File: config.mk
export PLATFORM = sky130hd
export DESIGN_NAME = ffha_ctrl
export DESIGN_NICKNAME = d
export VERILOG_FILES = /design/src/rtl/ffha_pkg.sv /design/src/rtl/ffha_ctrl.sv
export SDC_FILE = /design/constraint.sdc
export NUM_CORES = 1
export LEC_CHECK = 0
export BUFFER_PORTS_ARGS = -buffer_cell sky130_fd_sc_hd__clkbuf_2
export CAP_MARGIN = 20
export CORE_AREA = 2 2 39 41
export CTS_BUF_LIST = sky130_fd_sc_hd__clkbuf_4 sky130_fd_sc_hd__clkbuf_8 sky130_fd_sc_hd__clkbuf_16
export DETAILED_ROUTE_END_ITERATION = 8
export DIE_AREA = 0 0 41 43
export PLACE_DENSITY = 0.45
export SYNTH_ARGS = -nofsm -noshare
export SYNTH_HDL_FRONTEND = slang
export SYNTH_SLANG_ARGS = --single-unit
File: constraint.sdc
create_clock -name clk -period 1.5 [get_ports clk]
set_input_delay 0.15 -clock clk [delete_from_list [all_inputs] [get_ports clk]]
set_output_delay 0.15 -clock clk [all_outputs]
set_load 0.02 [all_outputs]
File: src/rtl/ffha_pkg.sv
`timescale 1ns / 1ps
// Shared types for the first-fit heap allocator: result codes, controller
// states, datapath commands and datapath status. No dependencies.
package ffha_pkg;

	typedef enum logic [1:0] {
		RES_DONE     = 2'd0,
		RES_NOFIT    = 2'd1,
		RES_NOTFOUND = 2'd2
	} res_t;

	typedef enum logic [3:0] {
		S_IDLE,
		S_PREP,
		S_RD,
		S_EV,
		S_SPLIT_WR,
		S_RD_N,
		S_EV_N,
		S_WR_T,
		S_FIN
	} state_t;

	typedef enum logic [3:0] {
		OP_NONE,
		OP_LOAD,
		OP_PREP,
		OP_RD_CUR,
		OP_EVAL,
		OP_WR_CUR,
		OP_RD_NXT,
		OP_EVAL_NXT,
		OP_WR_TGT,
		OP_OUT
	} dp_op_t;

	typedef struct packed {
		logic is_rel;
		logic hit;
		logic split;
		logic last;
	} dp_stat_t;

endpackage

File: src/rtl/ffha_ctrl.sv
`timescale 1ns / 1ps
// Controller of the allocator: sequences the chain walk and the header
// updates, and owns the handshakes. Depends on ffha_pkg.
module ffha_ctrl (
	input  logic               clk,
	input  logic               arst_n,
	input  logic               in_valid,
	output logic               in_stall,
	output logic               out_valid,
	input  logic               out_stall,
	output ffha_pkg::dp_op_t   op,
	input  ffha_pkg::dp_stat_t stat
);
	import ffha_pkg::*;

	state_t state_q;
	state_t state_d;
	logic   out_valid_q;
	logic   out_free;

	assign out_free = !out_valid_q || !out_stall;

	always_comb begin
		state_d = state_q;
		case (state_q)
			S_IDLE: begin
				if (in_valid) begin
					state_d = S_PREP;
				end
			end
			S_PREP: state_d = S_RD;
			S_RD:   state_d = S_EV;
			S_EV: begin
				if (stat.hit) begin
					if (stat.is_rel) begin
						state_d = S_RD_N;
					end else if (stat.split) begin
						state_d = S_SPLIT_WR;
					end else begin
						state_d = S_FIN;
					end
				end else if (stat.last) begin
					state_d = S_FIN;
				end else begin
					state_d = S_RD;
				end
			end
			S_SPLIT_WR: state_d = S_FIN;
			S_RD_N:     state_d = S_EV_N;
			S_EV_N:     state_d = S_WR_T;
			S_WR_T:     state_d = S_FIN;
			S_FIN: begin
				if (out_free) begin
					state_d = S_IDLE;
				end
			end
			default: state_d = S_IDLE;
		endcase
	end

	always_comb begin
		op = OP_NONE;
		case (state_q)
			S_IDLE:     op = in_valid ? OP_LOAD : OP_NONE;
			S_PREP:     op = OP_PREP;
			S_RD:       op = OP_RD_CUR;
			S_EV:       op = OP_EVAL;
			S_SPLIT_WR: op = OP_WR_CUR;
			S_RD_N:     op = OP_RD_NXT;
			S_EV_N:     op = OP_EVAL_NXT;
			S_WR_T:     op = OP_WR_TGT;
			S_FIN:      op = out_free ? OP_OUT : OP_NONE;
			default:    op = OP_NONE;
		endcase
	end

	always_ff @(posedge clk or negedge arst_n) begin
		if (!arst_n) begin
			state_q     <= S_IDLE;
			out_valid_q <= 1'b0;
		end else begin
			state_q <= state_d;
			if (op == OP_OUT) begin
				out_valid_q <= 1'b1;
			end else if (!out_stall) begin
				out_valid_q <= 1'b0;
			end
		end
	end

	assign in_stall  = state_q != S_IDLE;
	assign out_valid = out_valid_q;

	// An accepted item always starts the size preparation step.
	a_accept_starts: assert property (@(posedge clk) disable iff (!arst_n)
		(in_valid && !in_stall) |=> state_q == S_PREP)
		else $error("accepted item did not start processing");

	// A finished item waits while the previous result is still held.
	a_fin_holds: assert property (@(posedge clk) disable iff (!arst_n)
		(state_q == S_FIN && out_valid && out_stall) |=> state_q == S_FIN)
		else $error("result overwritten while output stalled");

endmodule

# Word-level counts from Yosys, hierarchy flattened
# Cells that the tools add are included.
# totals
regBits,5
latch_bits,0
ram_bits,0
mem_bits_ro,0
in_bits,8
output_inout_bits,6
wordCells,33
mem_count,0
# op_classes
addsub,0
multipliers,0
div_mod_pow,0
magnitude_cmp,0
eq_ne,12
shift,0
n_mux,12
bitwise_logic,0
reduce_logical,7
# ops
operator,n
one-hot mux 4 bit (9 select lines),1
one-hot mux 4 bit (8 select lines),1
two-way mux 4 bit,7
"equality test 4 x 3 -> 1 bit, second input constant",4
"equality test 4 x 2 -> 1 bit, second input constant",2
"equality test 4 bit, second input constant",2
"equality test 4 x 1 -> 1 bit, second input constant",1
logical NOT 4 bit,1
"!= test 2 bit, second input constant",2
nonzero test 4 bit,1
two-way mux 1 bit,3
logical NOT 1 bit,2
"!= test 2 x 1 -> 1 bit, second input constant",1
AND reduction 2 bit,1
OR reduction 2 bit,1
logical OR 1 bit,1

# Longest topological paths before layout
# Gate-level depths: netlist (run 1).
# depth
depth_word,6
depth_mapped,4
depth_no_buf,3

# Worst setup path after synthesis (run 1)
# No wires, ideal clock.
# synth_timing
path_type,register to output
from,register state_q[2]
to,output op[0]
arrival_time_ps,1327
required_time_ps,1350
path_slack_ps,23
path_stages_with_launch,5
cell_sequence,dfrtp_1 clkbuf_1 nor2_1 nand2_1 a221oi_1
# synth_via
elab_chain_cells,2
word_cells_on_any_way,10
classes_between,8 x eq/ne; 1 x mux; 1 x reduce/logical
# synth_lines
element,line,rtl
"start, declared",ffha_ctrl.sv:16,state_t state_q;
"start signal, assigned",ffha_ctrl.sv:82,state_q <= state_d;
equality test 4 bit (tied with other cells),ffha_ctrl.sv:63,case (state_q)
one-hot mux 4 bit (9 select lines) *,ffha_ctrl.sv:63,
"end, declared",ffha_ctrl.sv:11,"output ffha_pkg::dp_op_t op,"
# Mark *: on every way between the ends. The rest lies on a longest branch, timed or not.

# Worst setup path in the final report (run 1)
# layout_timing
from,register state_q[1]
to,output op[2]
# The elaborated chain is that of the path after synthesis.

==> results of run 1 <==
stage by stage:
step | hold slack [ps] | util, %
global placement | -28.5 | 28.9
finish | 207 | 35.8
global route | 216 | 35.8
CTS | 187 | 33.5
detailed placement | -30.6 | 28.9
floorplan | -146 | -
cell type report:
type / count / area share, %
Multi-Input combinational cell: 31 / 38.6
Sequential cell: 5 / 26.0
Timing Repair Buffer: 19 / 23.7
Clock buffer: 4 / 6.06
Tap cell: 16 / 4.04
Inverter: 2 / 1.52
cells by family (layout without fill, tap and decap cells):
| kind of cell | after synthesis | in the layout | share of synthesized area (%) |
|---|---|---|---|
| DFF | 5 | 5 | 39.1 |
| AOI/OAI and AO/OA | 8 | 8 | 17.6 |
| xor gates and xnor gates | 2 | 2 | 5.47 |
| buffers and inverters | 5 | 25 | 6.25 |
| and+or+nand+nor | 21 | 21 | 31.6 |
layout by cell type, fill, tap and decap left out, types with 2 or more instances in the layout:
master	instances
nand3_1	2
dfrtp_2	3
nor3_1	2
inv_1	2
nor2_1	4
xor2_1	2
clkbuf_4	4
buf_4	7
clkbuf_2	10
dfrtp_1	2
o21ai_0	2
nand2_1	5
layer usage:
layer | GRT usage [%] | vias to the layer above | wire (um)
met5 | 0 | - | 0
met4 | 0 | 0 | 0
met2 | 15.9 | 9 | 402
met1 | 13.2 | 160 | 359
met3 | 9.42 | 0 | 56
li1 | - | 179 | -
state kept, by name, indices dropped and copies added, names as in the netlist:
signal	cells
out_valid	1
state_q	4
worst max path at each step:
stage	slack, ps	to	depth (start not counted)
detailed placement	160	op[0]	4
finish	60	op[2]	5
global placement	160	op[0]	4
floorplan	20	op[0]	4
global route	-3	op[2]	5
CTS	-20	op[3]	4
report_power, final:
group          switching, mW  internal, mW
clock network         0.0531         0.118
registers             0.0889         0.200
logic                  0.396         0.324
total                  0.538         0.642
worst reg2reg max path, stage by stage (launching register included):
cell	delay (ps)
dfrtp_2	420
buf_4	150
nand2_2	70
or3_1	360
a21oi_1	120
what timing repair did:
action | CTS | global route
gates resized for setup | 4 | 8
hold buffers | 1 | 0
pin swaps | 0 | 1
buffers inserted | 2 | 2
endpoints found under the hold margin | 5 | 0
endpoints found under the setup margin | 2 | 2
==> qor.yml, run 1 <==
worstPathCellList: "buf_4, nand2_2, xor2_1, nor2_1, buf_2"
post_synth_main_area_contributors: "dfrtp_1, nor2_1, nand2_1"
startpoint_type: "flip-flop"
design.portCount: 14
synth_seq_area_share_pct: 39.1
port_buffers: 13
via_count_of_the_first_global_routing_pass: 335
synth_cell_type_count: 22
synth-warning-count: 0
slowest_delay_ps: 440
regToRegEndpoint: "state_q[2]"
number_of_antenna_diodes: 0
row_count: 14
mappedNetlistNets: 49
area_of_the_die_um2: 1760
synth-seq-cells: 5
regToRegStartpoint: "state_q[1]"
timing.hold.worst.start: "out_stall"
postSynthAreaPerCell_um2: 7.81
final.min_clock_period_ps: 1440
reg2reg_depth: 4
slowest_stage: "dfrtp_2"
worstHoldEndpoint: "out_valid"
detail_route.vias_per_cell: 4.52
cts_buffer_depth: 2
synthToLayoutAreaGrowth_pct: 54.7
worstPathArrival_ps: 1290
hold_path_depth: 3
reg2reg_slack_ps: 290
cp.required_ps: 1350
cts_num_sinks: 5
gr-usage-all-layers_pct: 11.1
min_path_type: "in -> reg"
placed_cell_area_um2: 400
cellLeakagePower_nw: 0.261
final.setup.tns_ps: 0
die_width_um: 41
globalRouteOverflowTotal: 0
mappedNetlistArea_um2: 320
worst-slew-pin-transition_ps: 247
worst_setup_path_end_kind: "output pin"
postLayoutSetupSlackWorst_ps: 61.6
crit_buf_inv: 2
clock_latency_of_the_later_clocked_register_in_the_worst_skew_pair_ps: 240
synth_area_leader: "dfrtp_1"
ys_async_rst_share_pct: 100
final-seq-area_um2: 129
dr.pass1.iters: 3
die_height_um: 43
synthFlopType: "dfrtp_1"
maxSlewHeadroom_pct: 83.4
wirelength_um: 818
vdd_drop_max_v: 0.000825
n_fill_cell: 159
fmax_mhz: 695
status: "completed"
crit_path_leading_delay_family: "flip-flops"
critPathMaxFanout: 5
post_layout_instance_count_excluding_filler_cells: 77
yosys.area.top_type_share_pct: 39.1
max_cap_violations: 0
cts-root-buf: "clkbuf_4"
gp_congestion: 0.792
total_power_mw: 1.18
start_util_pct: 23.1
final_nets: 70
multiInputGateArea_um2: 191
synthMostInstantiatedCell: "nor2_1"
min_period_over_period_pct: 95.9
via_count: 348
final-setup-viol-count: 0
crit_start: "state_q[1]"
dpl.hpwl_um: 584
synth_enable_flop_cells: 0
cts.clk_slew.worst_paths_ps: 40
setup.worst_path.class: "reg -> out"
cts-buffers-inserted: 3
drive_above_1_share_pct: 47.5
power_density_nw_per_um2: 2380
cts-htree-levels: 1
hold_violations: 0
maximum_number_of_pins_on_one_net_before_global_route_repair: 11
route.detailed.drc: 0
number_of_antenna_violations_at_the_first_check_in_global_routing: 0
timing_max_transition_violations_final: 0
finish.instance_area_um2: 495
grt_pass1_wl_mm: 1.28
core_um2: 1380
cts_tree: "done"
routed_wirelength_normalized_by_instance_count_um: 10.6
post-place-cells: 68
post_place_setup_slack_ps: 164
drt_iter0_drc: 7
ant_nets: 0
clock-skew-final_ps: 3.25
ys_top_cells_by_count: "nor2_1, dfrtp_1, nand2_1"
synthesized_netlist_cell_count: 41
Power figures use the tool's default switching activity.
==> run 2: changes to the inputs <==
MAX_ROUTING_LAYER = met4   (was default)
PLACE_DENSITY = 0.56   (was 0.45)
SLEW_MARGIN = 5   (was default)
==> run 2 against run 1 <==
Net effect: hold slack better by 7.1 ps; clock power barely moved; die area unchanged; highest routed layer is now met4.
==> qor.yml, run 2 (synthesis gave the netlist of run 1 again) <==
status: "completed"
worstPathArrival_ps: 1320
design.portCount: 14
number_of_antenna_diodes: 0
startpoint_type: "flip-flop"
cellLeakagePower_nw: 0.248
clock_latency_of_the_later_clocked_register_in_the_worst_skew_pair_ps: 240
critPathMaxFanout: 7
detail_route.vias_per_cell: 4.68
layout_common_cells: "clkbuf_2, nor2_1, nand2_1, clkbuf_4, buf_4"
reg2reg_depth: 3
cts.clk_slew.worst_paths_ps: 40
area_of_the_die_um2: 1760
worstPathCellList: "nor2_4, nand2_2, a221oi_2, buf_4"
min_path_type: "in -> reg"
total_power_mw: 1.16
row_count: 14
timing.hold.worst.start: "out_stall"
ant_nets: 0
start_util_pct: 23.1
cts_num_sinks: 5
regToRegStartpoint: "state_q[2]"
final_nets: 67
gr-usage-all-layers_pct: 10.6
final-seq-area_um2: 129
globalRouteOverflowTotal: 0
slowest_delay_ps: 470
registers.top_by_ff_count: "state_q"
timing.critical_path.depth: 4
n_fill_cell: 150
hold_path_depth: 3
cts-buffers-inserted: 3
postLayoutSetupSlackWorst_ps: 34.1
regToRegEndpoint: "state_q[2]"
via_count: 346
number_of_antenna_violations_at_the_first_check_in_global_routing: 0
routed_wirelength_normalized_by_instance_count_um: 10.3
route.detailed.drc: 0
maxSlewHeadroom_pct: 78.8
die_width_um: 41
setup.worst_path.class: "reg -> out"
via_count_of_the_first_global_routing_pass: 307
die_height_um: 43
hold_violations: 0
cts_tree: "done"
drive_above_1_share_pct: 48.3
clock-skew-final_ps: 1.17
cts-root-buf: "clkbuf_4"
synthToLayoutAreaGrowth_pct: 50.8
crit_path_leading_delay_family: "flip-flops"
wirelength_um: 759
power_density_nw_per_um2: 2390
cts_buffer_depth: 2
final-setup-viol-count: 0
final_core_util_pct: 34.9
dr.pass1.iters: 4
vdd_drop_max_v: 0.000869
drt_iter0_drc: 6
dpl.hpwl_um: 583
slowest_stage: "dfrtp_2"
post_place_setup_slack_ps: 192
grt_pass1_wl_mm: 1.21
final.min_clock_period_ps: 1470
gp_congestion: 0.747
timing_max_transition_violations_final: 0
mostFrequentLayoutCell: "clkbuf_2"
port_buffers: 13
maximum_number_of_pins_on_one_net_before_global_route_repair: 11
rsz0062_at_grt: "yes"
cp.required_ps: 1350
worstHoldEndpoint: "out_valid"
cts-htree-levels: 1
worst-slew-pin-transition_ps: 318
largest_register_ffs: 4
reg2reg_slack_ps: 350
max_cap_violations: 0
fmax_mhz: 682
multiInputGateArea_um2: 201
worst_setup_path_end_kind: "output pin"
crit_buf_inv: 1
min_period_over_period_pct: 97.7
core_um2: 1380
-- run 2: cell types whose count changed in the layout (fill, tap and decap cells not counted), sizes merged --
| cell | change |
|---|---|
| buf | -3 |
-- run 2: worst max path at each step --
stage	start	end
2_1_floorplan	state_q[2]	op[0]
3_3_place_gp	state_q[2]	op[0]
3_5_place_dp	state_q[2]	op[0]
4_1_cts	state_q[1]	op[3]
5_1_grt	state_q[0]	op[3]
6_report	state_q[1]	op[0]
-- run 2: worst register-to-register path: cells and delay by family, from the launching register on --
family / cells / cell delay, ps
buffers and inverters: 1 / 150
DFF: 1 / 440
and+or+nand+nor: 1 / 360
AOI/OAI and AO/OA: 1 / 120
-- run 2: repair_timing --
action                                  CTS  global route
buffers inserted                          0             2
resized for setup                         3            11
pin swaps                                 0             2
endpoints found under the hold margin     5             0
hold buffers                              1             0
endpoints found under the setup margin    2             4
-- run 2: stage by stage --
step | TNS, ps | std cells | cell area, um^2 | hold slack, ps
2_1_floorplan | 0 | 41 | 320 | -146
3_3_place_gp | 0 | 67 | 393 | -28.9
6_report | 0 | 74 | 483 | 214
3_5_place_dp | 0 | 67 | 393 | -27.4
4_1_cts | -66.1 | 72 | 439 | 195
5_1_grt | -94.8 | 74 | 483 | 236
-- run 2: per-layer routing --
metal | track usage, % | vias up | share of wire [%]
li1 | - | 173 | -
met1 | 12.3 | 158 | 42
met2 | 14.7 | 12 | 51
met3 | 3.14 | 3 | 5.5
met4 | 8.00 | 0 | 1.1
met5 | - | - | 0
-- run 2: area by class of cell --
cell class                      instances  share of cell area [%]
Clock buffer                            4                    6.22
Inverter                                2                    1.55
Tap cell                               16                    4.15
Timing Repair Buffer                   16                    19.7
Sequential cell                         5                    26.7
Multi-Input combinational cell         31                    41.7
-- run 2: where the power goes --
group	internal (mW)	leakage, nW	total (mW)	switching [mW]
combinational	0.297	0.169	0.655	0.358
sequential	0.201	0.0605	0.330	0.128
clock	0.118	0.0184	0.171	0.0529
total	0.617	0.248	1.16	0.539
